File: config.mk
export PLATFORM = sky130hd
export DESIGN_NAME = windowed_cell_event_counter_top
export DESIGN_NICKNAME = d
export VERILOG_FILES = /design/src/sv/wcec_pkg.sv /design/src/sv/windowed_cell_event_counter_top.sv /design/src/sv/wcec_front.sv /design/src/sv/wcec_queue.sv /design/src/sv/wcec_back.sv
export SDC_FILE = /design/constraint.sdc
export NUM_CORES = 2
export LEC_CHECK = 0
export ABC_AREA = 1
export CORE_MARGIN = 1.5
export CORE_UTILIZATION = 55
export CTS_CLUSTER_SIZE = 8
export DETAILED_ROUTE_END_ITERATION = 10
export DONT_BUFFER_PORTS = 1
export GPL_TIMING_DRIVEN = 0
export PLACE_DENSITY = 0.67
export SYNTH_ARGS = -nofsm -noshare
export SYNTH_HDL_FRONTEND = slang
export SYNTH_HIERARCHICAL = 1
export SYNTH_SLANG_ARGS = --single-unit
File: constraint.sdc
create_clock -name clk -period 25.9 [get_ports clk]
set_input_delay 2.59 -clock clk [delete_from_list [all_inputs] [get_ports clk]]
set_output_delay 2.59 -clock clk [all_outputs]
set_load 0.01 [all_outputs]
File: src/sv/wcec_pkg.sv
// Shared constants and types for the windowed cell event counter.
`timescale 1ns / 1ps

package wcec_pkg;

	// Geometry and counter width
	localparam int NUM_CELLS   = 16;
	localparam int COUNT_BITS  = 16;
	localparam int QUEUE_DEPTH = 2;

	// Field widths fixed by the interface
	localparam int CELL_W   = 4;
	localparam int VLEVEL_W = 18;
	localparam int ILEVEL_W = 17;
	localparam int PERIOD_W = 16;

	// Derived widths
	localparam int CELL_AW = (NUM_CELLS > 1) ? $clog2(NUM_CELLS) : 1;
	localparam int CELL_CW = $clog2(NUM_CELLS + 1);
	localparam int CMP_W   = (CELL_CW > CELL_W) ? CELL_CW : CELL_W;

	// Request decode
	localparam logic REQ_VISIT = 1'b0;
	localparam logic REQ_TICK  = 1'b1;

	// Result kind codes
	localparam logic KIND_REPLY  = 1'b0;
	localparam logic KIND_REPORT = 1'b1;

	typedef enum logic {
		CMD_VISIT = 1'b0,
		CMD_TICK  = 1'b1
	} cmd_kind_t;

	// Classified command passed from front to back
	typedef struct packed {
		cmd_kind_t           kind;
		logic                in_range;
		logic [CELL_W-1:0]   cell_id;
		logic [CELL_AW-1:0]  addr;
		logic                infected;
	} cmd_t;

	// Queue status seen by the front and the back
	typedef struct packed {
		logic full;
		logic empty;
	} q_status_t;

	// One memory row per cell: counters by slot and published levels
	typedef struct packed {
		logic [2:0][COUNT_BITS-1:0] visit;
		logic [1:0][COUNT_BITS-1:0] infect;
		logic [VLEVEL_W-1:0]        pub_visit;
		logic [ILEVEL_W-1:0]        pub_infect;
	} row_t;

endpackage

File: src/sv/windowed_cell_event_counter_top.sv
// Top level of the windowed cell event counter.
//
// Input channel (in_valid / in_stall): req_type 0 is a visit to cell_req with
// the infected flag, req_type 1 is a period tick. Output channel (out_valid /
// out_stall): kind 0 is a visit reply, kind 1 one line of the period report.
// A visit gives one result carrying the levels published at the last tick;
// a tick gives one line per cell, last set on the final cell, then moves to
// the next period and clears the slots that period uses.
// A visit reply passes the queue, the memory read register and the result
// register; a visit holds the execution side for a memory read, then update
// and write-back; a tick walks the cell memory one row per cycle while the
// result register is free, through its single read and write port.
// A two-entry command queue decouples acceptance from execution, so items
// are taken while results wait. When the receiver stalls, the result register
// holds, execution pauses, and in_stall rises once the queue fills.
// Reset is asynchronous and active low: it clears the per-row valid bits, so
// all counters and published levels read as zero at once; no clearing pass.
`timescale 1ns / 1ps

module windowed_cell_event_counter_top import wcec_pkg::*; (
	input  logic                clk,
	input  logic                arst_n,
	input  logic                in_valid,
	output logic                in_stall,
	input  logic                req_type,
	input  logic [CELL_W-1:0]   cell_req,
	input  logic                infected,
	output logic                out_valid,
	input  logic                out_stall,
	output logic                kind,
	output logic [CELL_W-1:0]   cell_index,
	output logic [VLEVEL_W-1:0] visit_level,
	output logic [ILEVEL_W-1:0] infection_level,
	output logic [PERIOD_W-1:0] period_number,
	output logic                last
);

	q_status_t q_status;
	logic      push;
	cmd_t      push_cmd;
	logic      pop;
	cmd_t      head;

	// Accept and classify
	wcec_front u_front (
		.in_valid (in_valid),
		.in_stall (in_stall),
		.req_type (req_type),
		.cell_req (cell_req),
		.infected (infected),
		.q_status (q_status),
		.push     (push),
		.push_cmd (push_cmd)
	);

	// Buffer commands
	wcec_queue u_queue (
		.clk      (clk),
		.arst_n   (arst_n),
		.push     (push),
		.push_cmd (push_cmd),
		.pop      (pop),
		.head     (head),
		.q_status (q_status)
	);

	// Execute and emit results
	wcec_back u_back (
		.clk             (clk),
		.arst_n          (arst_n),
		.head            (head),
		.q_status        (q_status),
		.pop             (pop),
		.out_valid       (out_valid),
		.out_stall       (out_stall),
		.kind            (kind),
		.cell_index      (cell_index),
		.visit_level     (visit_level),
		.infection_level (infection_level),
		.period_number   (period_number),
		.last            (last)
	);

endmodule

File: src/sv/wcec_front.sv
// Input side: accepts items and classifies them into commands.
`timescale 1ns / 1ps

module wcec_front import wcec_pkg::*; (
	input  logic              in_valid,
	output logic              in_stall,
	input  logic              req_type,
	input  logic [CELL_W-1:0] cell_req,
	input  logic              infected,
	input  q_status_t         q_status,
	output logic              push,
	output cmd_t              push_cmd
);

	logic [CMP_W-1:0] cell_ext;

	// Hold the sender off while the queue is full
	assign in_stall = q_status.full;
	assign push     = in_valid && !q_status.full;

	// Check the cell against the cell count
	assign cell_ext = CMP_W'(cell_req);

	// Classify the item
	always_comb begin
		push_cmd.cell_id  = cell_req;
		push_cmd.addr     = cell_ext[CELL_AW-1:0];
		push_cmd.infected = infected;
		push_cmd.in_range = cell_ext < CMP_W'(NUM_CELLS);
		unique case (req_type)
			REQ_VISIT: push_cmd.kind = CMD_VISIT;
			REQ_TICK:  push_cmd.kind = CMD_TICK;
			default:   push_cmd.kind = CMD_VISIT;
		endcase
	end

endmodule

File: src/sv/wcec_queue.sv
// Short command queue between the front and the back.
`timescale 1ns / 1ps

module wcec_queue import wcec_pkg::*; (
	input  logic      clk,
	input  logic      arst_n,
	input  logic      push,
	input  cmd_t      push_cmd,
	input  logic      pop,
	output cmd_t      head,
	output q_status_t q_status
);

	localparam int QA_W = (QUEUE_DEPTH > 1) ? $clog2(QUEUE_DEPTH) : 1;
	localparam int QC_W = $clog2(QUEUE_DEPTH + 1);

	cmd_t            entry_q [QUEUE_DEPTH];
	logic [QA_W-1:0] wr_ptr_q;
	logic [QA_W-1:0] rd_ptr_q;
	logic [QC_W-1:0] count_q;
	logic            do_push;
	logic            do_pop;

	assign q_status.full  = count_q == QC_W'(QUEUE_DEPTH);
	assign q_status.empty = count_q == '0;
	assign do_push = push && !q_status.full;
	assign do_pop  = pop && !q_status.empty;
	assign head    = entry_q[rd_ptr_q];

	// Store pushed commands
	always_ff @(posedge clk) begin
		if (do_push) begin
			entry_q[wr_ptr_q] <= push_cmd;
		end
	end

	// Advance pointers and occupancy
	always_ff @(posedge clk or negedge arst_n) begin
		if (!arst_n) begin
			wr_ptr_q <= '0;
			rd_ptr_q <= '0;
			count_q  <= '0;
		end else begin
			if (do_push) begin
				wr_ptr_q <= (wr_ptr_q == QA_W'(QUEUE_DEPTH - 1)) ? '0 : wr_ptr_q + 1'b1;
			end
			if (do_pop) begin
				rd_ptr_q <= (rd_ptr_q == QA_W'(QUEUE_DEPTH - 1)) ? '0 : rd_ptr_q + 1'b1;
			end
			if (do_push && !do_pop) begin
				count_q <= count_q + 1'b1;
			end else if (do_pop && !do_push) begin
				count_q <= count_q - 1'b1;
			end
		end
	end

endmodule

File: src/sv/wcec_back.sv
// Execution side: cell memory, period state, and the result register.
`timescale 1ns / 1ps

module wcec_back import wcec_pkg::*; (
	input  logic                clk,
	input  logic                arst_n,
	input  cmd_t                head,
	input  q_status_t           q_status,
	output logic                pop,
	output logic                out_valid,
	input  logic                out_stall,
	output logic                kind,
	output logic [CELL_W-1:0]   cell_index,
	output logic [VLEVEL_W-1:0] visit_level,
	output logic [ILEVEL_W-1:0] infection_level,
	output logic [PERIOD_W-1:0] period_number,
	output logic                last
);

	localparam int VCMP_W = (COUNT_BITS + 2 > VLEVEL_W) ? COUNT_BITS + 2 : VLEVEL_W;
	localparam int ICMP_W = (COUNT_BITS + 1 > ILEVEL_W) ? COUNT_BITS + 1 : ILEVEL_W;
	localparam logic [COUNT_BITS-1:0] COUNT_MAX  = '1;
	localparam logic [VLEVEL_W-1:0]   VLEVEL_MAX = '1;
	localparam logic [ILEVEL_W-1:0]   ILEVEL_MAX = '1;

	typedef enum logic [1:0] {
		S_IDLE = 2'b01,
		S_CALC = 2'b10
	} state_t;

	state_t               state_q;
	cmd_t                 cmd_q;
	logic [CELL_AW-1:0]   walk_q;
	logic [PERIOD_W-1:0]  period_q;
	logic [1:0]           slot3_q;
	logic                 slot2_q;
	logic [NUM_CELLS-1:0] row_valid_q;

	row_t                 mem [NUM_CELLS];
	row_t                 rd_row_q;
	logic                 rd_valid_q;

	logic                 out_valid_q;
	logic                 kind_q;
	logic [CELL_W-1:0]    cell_q;
	logic [VLEVEL_W-1:0]  vlevel_q;
	logic [ILEVEL_W-1:0]  ilevel_q;
	logic [PERIOD_W-1:0]  period_out_q;
	logic                 last_q;

	logic                 out_free;
	logic                 fire;
	logic                 is_tick;
	logic                 last_cell;
	logic                 rd_en;
	logic [CELL_AW-1:0]   rd_addr;
	logic                 wr_en;
	logic [CELL_AW-1:0]   wr_addr;
	row_t                 row;
	row_t                 wr_row;
	logic [1:0]           next3;
	logic                 next2;
	logic [VCMP_W-1:0]    vsum;
	logic [ICMP_W-1:0]    isum;
	logic [VLEVEL_W-1:0]  vsat;
	logic [ILEVEL_W-1:0]  isat;
	logic [CMP_W-1:0]     walk_ext;
	logic                 res_kind;
	logic [CELL_W-1:0]    res_cell;
	logic [VLEVEL_W-1:0]  res_vlevel;
	logic [ILEVEL_W-1:0]  res_ilevel;
	logic [PERIOD_W-1:0]  res_period;
	logic                 res_last;

	function automatic logic [COUNT_BITS-1:0] sat_inc(input logic [COUNT_BITS-1:0] cnt,
		input logic inc);
		if (cnt == COUNT_MAX) begin
			return cnt;
		end
		return cnt + COUNT_BITS'(inc);
	endfunction

	// Control decode
	assign out_free  = !out_valid_q || !out_stall;
	assign fire      = (state_q == S_CALC) && out_free;
	assign is_tick   = cmd_q.kind == CMD_TICK;
	assign last_cell = walk_q == CELL_AW'(NUM_CELLS - 1);
	assign pop       = (state_q == S_IDLE) && !q_status.empty;
	assign next3     = (slot3_q == 2'd2) ? 2'd0 : slot3_q + 2'd1;
	assign next2     = ~slot2_q;

	// Read the next row: the command's cell, or the walk position during a tick
	always_comb begin
		rd_en   = 1'b0;
		rd_addr = CELL_AW'(walk_q + 1'b1);
		if (pop) begin
			rd_en   = 1'b1;
			rd_addr = (head.kind == CMD_TICK) ? '0 : head.addr;
		end else if (fire && is_tick && !last_cell) begin
			rd_en = 1'b1;
		end
	end

	// Rows that were never written since reset read as zero
	assign row = rd_valid_q ? rd_row_q : '0;

	// Sum slots and clamp to the level widths
	always_comb begin
		vsum = VCMP_W'(row.visit[0]) + VCMP_W'(row.visit[1]) + VCMP_W'(row.visit[2]);
		isum = ICMP_W'(row.infect[0]) + ICMP_W'(row.infect[1]);
		vsat = (vsum > VCMP_W'(VLEVEL_MAX)) ? VLEVEL_MAX : vsum[VLEVEL_W-1:0];
		isat = (isum > ICMP_W'(ILEVEL_MAX)) ? ILEVEL_MAX : isum[ILEVEL_W-1:0];
	end

	// Build the write-back row and the result
	assign walk_ext = CMP_W'(walk_q);
	always_comb begin
		wr_row = row;
		if (is_tick) begin
			wr_row.pub_visit     = vsat;
			wr_row.pub_infect    = isat;
			wr_row.visit[next3]  = '0;
			wr_row.infect[next2] = '0;
			wr_addr    = walk_q;
			wr_en      = fire;
			res_kind   = KIND_REPORT;
			res_cell   = walk_ext[CELL_W-1:0];
			res_vlevel = vsat;
			res_ilevel = isat;
			res_period = period_q;
			res_last   = last_cell;
		end else begin
			wr_row.visit[slot3_q]  = sat_inc(row.visit[slot3_q], 1'b1);
			wr_row.infect[slot2_q] = sat_inc(row.infect[slot2_q], cmd_q.infected);
			wr_addr    = cmd_q.addr;
			wr_en      = fire && cmd_q.in_range;
			res_kind   = KIND_REPLY;
			res_cell   = cmd_q.cell_id;
			res_vlevel = cmd_q.in_range ? row.pub_visit : '0;
			res_ilevel = cmd_q.in_range ? row.pub_infect : '0;
			res_period = '0;
			res_last   = 1'b1;
		end
	end

	// Cell memory with registered read
	always_ff @(posedge clk) begin
		if (wr_en) begin
			mem[wr_addr] <= wr_row;
		end
		if (rd_en) begin
			rd_row_q   <= mem[rd_addr];
			rd_valid_q <= row_valid_q[rd_addr];
		end
	end

	// Sequence commands, track period and slots, mark written rows
	always_ff @(posedge clk or negedge arst_n) begin
		if (!arst_n) begin
			state_q     <= S_IDLE;
			walk_q      <= '0;
			period_q    <= '0;
			slot3_q     <= '0;
			slot2_q     <= 1'b0;
			row_valid_q <= '0;
		end else begin
			if (wr_en) begin
				row_valid_q[wr_addr] <= 1'b1;
			end
			unique case (state_q)
				S_IDLE: begin
					if (pop) begin
						walk_q  <= '0;
						state_q <= S_CALC;
					end
				end
				S_CALC: begin
					if (fire) begin
						if (is_tick && !last_cell) begin
							walk_q <= walk_q + 1'b1;
						end else begin
							state_q <= S_IDLE;
							if (is_tick) begin
								period_q <= period_q + 1'b1;
								slot3_q  <= next3;
								slot2_q  <= next2;
							end
						end
					end
				end
				default: state_q <= S_IDLE;
			endcase
		end
	end

	// Latch the command taken from the queue
	always_ff @(posedge clk) begin
		if (pop) begin
			cmd_q <= head;
		end
	end

	// Result register: load on fire, drop when taken
	always_ff @(posedge clk or negedge arst_n) begin
		if (!arst_n) begin
			out_valid_q <= 1'b0;
		end else if (fire) begin
			out_valid_q <= 1'b1;
		end else if (!out_stall) begin
			out_valid_q <= 1'b0;
		end
	end

	always_ff @(posedge clk) begin
		if (fire) begin
			kind_q       <= res_kind;
			cell_q       <= res_cell;
			vlevel_q     <= res_vlevel;
			ilevel_q     <= res_ilevel;
			period_out_q <= res_period;
			last_q       <= res_last;
		end
	end

	assign out_valid       = out_valid_q;
	assign kind            = kind_q;
	assign cell_index      = cell_q;
	assign visit_level     = vlevel_q;
	assign infection_level = ilevel_q;
	assign period_number   = period_out_q;
	assign last            = last_q;

endmodule
======== Yosys cells after proc, flatten, opt, wreduce, memory -nomap -nowiden ========
Memory sizes are Yosys's and may differ from the RTL's. A register that Yosys moved wholly into a read port is not among the register bits.
Cells that the tools add are included.
cells by class
  multiplexer cells ....................... 65
  order comparisons ....................... 14
  $add $sub $neg .......................... 12
  equality and inequality tests ........... 12
  reduce and logical (&&, ||, !) cells .... 30
  bitwise gates (word level) .............. 8
operators by type and width
  cell                     number
  $mux W16                 13
  $mux W115                1
  $mux W80                 1
  $demux W16 S2            2
  $mux W18                 3
  $mux W17                 3
  $and A48 B48 Y48         1
  $bwmux W48               1
  $not A48 Y48             1
  $mux W35                 1
  $add A16 B16 Y17         2
  $add A16 B1 Y16 const B  2
  $and A32 B32 Y32         1
  $bmux W16 S2             1
  $bwmux W32               1
  $demux W16 S1            2
  $eq A16 B16 Y1 const B   2
  $not A32 Y32             1
  $mux W4                  7
  $add A18 B16 Y18         1
  $gt A18 B18 Y1 const B   1
  $mux W1                  18
  $gt A17 B17 Y1 const B   1
  $add A16 B1 Y16          1
  other kinds (30)         73
word-level totals
  output and inout bits ................... 59
  memories kept ........................... 2
  bits in writable memories ............... 1,862
  input bits .............................. 10
  register bits ........................... 115
  word-level logic and storage cells ...... 165
memory list
  memory           depth  width  read ports  clocked after memory_dff  write ports  RTL line          source
  u_back.mem       16     115    1           1                         1            wcec_back.sv:39   row_t mem [NUM_CELLS];
  u_queue.entry_q  2      11     1           0                         1            wcec_queue.sv:17  cmd_t entry_q [QUEUE_DEPTH];

======== Logic depth before layout (Yosys ltp) ========
  depth in word-level cells ............... 10
  depth in mapped cells ................... 21
  gate-level depth less buffers ........... 18

======== By module ========
The synthesis kept the hierarchy.
by module, submodules not included
  module      area each (um2)  cells an instance  times used  seq. area each (um2)
  wcec_back   87,682.8         7,122              1           61,830.6
  wcec_queue  1,028.5          89                 1           760.7
  wcec_front  103.8            15                 1           0.0

======== Least setup slack after synthesis ========
No wires, ideal clock.
  path kind ............................... input-to-reg
  from .................................... in out_stall
  to ...................................... mem u_back/mem[10][0] (netlist bit) (enable)
  slack ................................... 14.075 ns
  path buffers ............................ 0
  data arrival time ....................... 11.234 ns
  library setup time ...................... 0.591 ns
  stages .................................. 5
  data required time ...................... 25.309 ns
  path through ............................ a21oi_1 inv_1 a21oi_1 nand3_1 nor2_1
on the way
  longest elaborated chain between the ends .. 7
RTL lines
  what                               RTL line                               source
  start, declared                    windowed_cell_event_counter_top.sv:29  input logic out_stall,
  $logic_not A1 Y1 (*)               wcec_back.sv:84                        assign out_free = !out_valid_q || !out_stall;
  $logic_or A1 B1 Y1 (*)             wcec_back.sv:84
  $logic_and A1 B1 Y1 (*)            wcec_back.sv:85                        assign fire = (state_q == S_CALC) && out_free;
  $logic_and A1 B1 Y1                wcec_back.sv:136                       wr_en = fire && cmd_q.in_range;
  $mux W1 (*)                        wcec_back.sv:119                       if (is_tick) begin
  $mux W1 (*)                        wcec_back.sv:148                       if (wr_en) begin
  $mux W1 (implied by the code) (*)  wcec_back.sv:149                       mem[wr_addr] <= wr_row;
  end, declared                      wcec_back.sv:39
Every way passes the cells marked *; elsewhere a longest branch is shown, timed or not.

======== Worst setup path in the final report ========
  from .................................... in out_stall
  to ...................................... mem u_back/mem[6][72] (netlist bit) (enable)
The elaborated chain is that of the path after synthesis.

==> out/summary.txt <==
======================================================================================
Status .................................................................. complete, no violations
Sort of element at the end of the critical path .........................     register
Leak ....................................................................     35.80 nW
Most common library cell in the layout ignoring fill and taps ........... sky130_fd_sc_hd__edfxtp_1
Number of synthesized flops with an enable pin ..........................        2,046
Startpoint Class ........................................................    input pin
Final routed wire length divided by cell count ..........................     28.96 um
Multiplexer share of the synthesized area ...............................    0.0001268
CTS tree ................................................................        built
Total grt overflow ......................................................            0
WP data arrival .........................................................      5.78 ns
Total number of placement rows ..........................................          147
Max FO, Critical Path ...................................................           28
Htree depth .............................................................            5
Area post-placement ..................................................... 0.09348 sq mm
Share of cells above drive strength 1 ...................................      0.08724
Synth area leaders ...................................................... sky130_fd_sc_hd__edfxtp_1, sky130_fd_sc_hd__o211ai_1, sky130_fd_sc_hd__nand2_1
Starting DRT DRC Count ..................................................        7,910
Wire length of the first global-routing pass ............................   408,500 um
Setup-failing EPs final .................................................            0
P&R area growth vs syn ..................................................       14.47%
Initial Util ............................................................       0.5538
Count of yosys warnings during synthesis ................................            6
Post-synth top area share ...............................................       0.6918
X dimension of the die ..................................................     404.9 um
Power density over the cells ............................................ 143.4 mW/mm^2
Number of buffers on the longest clock path .............................            4
Floorplan die height ....................................................     404.9 um
Number of buffers inserted by post-CTS setup repair .....................            0
Final critical path time including I/O delays and setup .................     5.208 ns
Setup TNS ...............................................................         0 ns
Adder and majority cell fraction of the synthesized area ................     0.008509
Count of final hold-check violations ....................................            0
Number of flip-flops and latches in the synthesized netlist .............        2,092
Maximum number of pins on one net before global-route repair ............           63
Share of synthesized flip-flops with an asynchronous set or reset .......      0.02199
Final cell count without fillers ........................................        9,868
Top flip-flop cell by instance count after synthesis .................... sky130_fd_sc_hd__edfxtp_1
Post-synthesis sequential area ratio ....................................       0.7047
Count of pins over their slew limit .....................................            0
Antenna Violating Nets Remaining ........................................            0
Remaining routing DRC violations ........................................            0
Clock latency reported for the late side of the worst-skew pair .........      0.96 ns
DR vias .................................................................       62,300
Tcrit/Tclk final ........................................................       0.2011
Total Nets Final ........................................................        7,710
Worst IR Drop VDD .......................................................     131.3 uV
Via density per instance ................................................        6.314
Synth Cell Area ......................................................... 0.08882 sq mm
Post-Synth XOR/XNOR Area ................................................     0.002465
Worst clock skew on the final layout ....................................   0.07264 ns
Initial antenna violation count .........................................           23
Headroom to the max-slew limit ..........................................      0.03745
Number of instances in the placed design ................................        9,490
Post-synth net total ....................................................        7,291
Critical setup path kind ................................................    in -> reg
Total wirelength of the detailed-routed design ..........................   285,800 um
Final RePlAce weighted congestion .......................................        1.010
Clock slew at the register clock pins of the worst setup and hold paths .      0.05 ns
Required time worst endpoint ............................................     26.47 ns
Synth Area in Simple Gates ..............................................      0.08068
Distinct cells, synth ...................................................           53
Most frequent cells in the layout ....................................... sky130_fd_sc_hd__edfxtp_1, sky130_fd_sc_hd__nand2_1, sky130_fd_sc_hd__o211ai_1
Classification of the worst-slack hold path .............................   reg -> reg
HPWL Detailed ...........................................................   196,100 um
Number of clock sinks ...................................................        2,092
I/O Pins ................................................................           69
Post-synthesis cell count ...............................................        7,226
Biggest area consumer among synthesized cells ........................... sky130_fd_sc_hd__edfxtp_1
Final worst setup slack .................................................     20.69 ns
Reg2reg setup slack .....................................................     21.19 ns
Synthesized area per cell ...............................................  12.29 sq um
Final Instance Area ..................................................... 0.1017 sq mm
Hold bufs inserted after CTS ............................................            0
Main combinational cell family by area after synthesis .................. compound AO/OA/AOI/OAI gates
Setup repair after global routing missed its margin .....................        false
Achievable frequency ....................................................    192.0 MHz
Overall routing resource usage ..........................................       0.3475
Area fraction in compound gates after synthesis .........................       0.1493
Num CTS Buffers .........................................................          311
Root cell of the clock tree ............................................. sky130_fd_sc_hd__clkbuf_16
Pre-CTS setup slack .....................................................     19.85 ns
Core box area ........................................................... 0.1604 sq mm
Max-capacitance violation count .........................................            0
First-pass iteration count of the detailed router .......................            6
Actual slew at the worst max-slew pin ...................................     1.444 ns
Port Buffers ............................................................            0
Number of global-route vias before repair ...............................       59,840
Post-cts gate resize count ..............................................            0
Die outline area ........................................................ 0.1639 sq mm
======================================================================================
[Yosys cell counts (all sizes together) (14+ instances only)]
master  count
xor2       16
clkbuf    316
a21oi     548
or2        21
ha         46
nand3     371
o21ai     615
nor2      129
inv       691
o31ai      16
dfrtp      45
o211ai    925
o21bai     14
buf       193
nand4      31
nand2    1134
edfxtp   2046
[logic make-up after synthesis]
kind of cell	Yosys count
compound gates	2147
flops	2092
simple gates	1705
buf+inv	1200
fa+ha+maj	55
xor+xnor	25
other cells	1
mux	1
[layer usage]
layer / vias up / global-route usage / wire length, um
li1: 27310 / - / -
met1: 30630 / 0.4679 / 108900
met2: 3692 / 0.5309 / 130000
met3: 662 / 0.08021 / 31930
met4: 16 / 0.1787 / 14880
met5: - / 0 / 107
[path summary, 6_finish.rpt]
check | startpoint | endpoint | cells past startpoint
min reg2reg | u_back/row_valid_q[8] | u_back/row_valid_q[8] | 2
max reg2reg | u_back/rd_valid_q | u_back/mem[5][31] | 16
max | out_stall | u_back/mem[6][72] | 9
min | u_back/row_valid_q[8] | u_back/row_valid_q[8] | 2
min in group asynchronous | arst_n | u_back/row_valid_q[7] | 0
max in group asynchronous | arst_n | u_back/state_q[0] | 0
[stage by stage]
stage	power [W]	util	hold slack, ns
after floorplan	0.008258	-	0.4206
after global placement	0.01075	0.5706	0.4427
after detailed placement	0.01091	0.5829	0.4538
after CTS	0.01441	0.6335	0.4653
after global routing	0.01510	0.6337	0.4705
final	0.01458	0.6339	0.4661
[cell type report]
type	instances	area (sq um)
multi-input cells	3934	21570
well taps	2160	2703
plain buffers	509	2217
clock inverters	6	70.07
inverters	691	2599
clock buffers	353	8046
fillers	12010	58720
flip-flops and latches	2092	62590
diodes	17	42.54
repair buffers	106	1833
[critical path, stage by stage]
cell and delay [ns]:
sky130_fd_sc_hd__a21oi_4 0.35, sky130_fd_sc_hd__buf_12 0.25, sky130_fd_sc_hd__inv_1 0.11, sky130_fd_sc_hd__a21oi_1 0.36, sky130_fd_sc_hd__nand3_1 0.50, sky130_fd_sc_hd__nor2_4 0.70
sky130_fd_sc_hd__buf_12 0.31, sky130_fd_sc_hd__buf_12 0.24, sky130_fd_sc_hd__buf_12 0.25
[state kept, by name, summed over array words and instances (netlist names), 2 cells and up]
register,cells
u_back/state_q,2
u_back/period_q,16
u_back/cmd_q,10
u_queue/entry_q,22
u_back/cell_index,4
u_back/infection_level,17
u_back/row_valid_q,16
u_back/visit_level,18
u_queue/count_q,2
u_back/rd_row_q,115
u_back/slot3_q,2
u_back/walk_q,4
u_back/period_number,16
u_back/mem,1840
[report_power, final]
group | internal [W] | switching, W
sequential | 0.00483 | 0.000121
clock | 0.00214 | 0.00134
combinational | 0.00137 | 0.00477
Power figures use the tool's default switching activity.
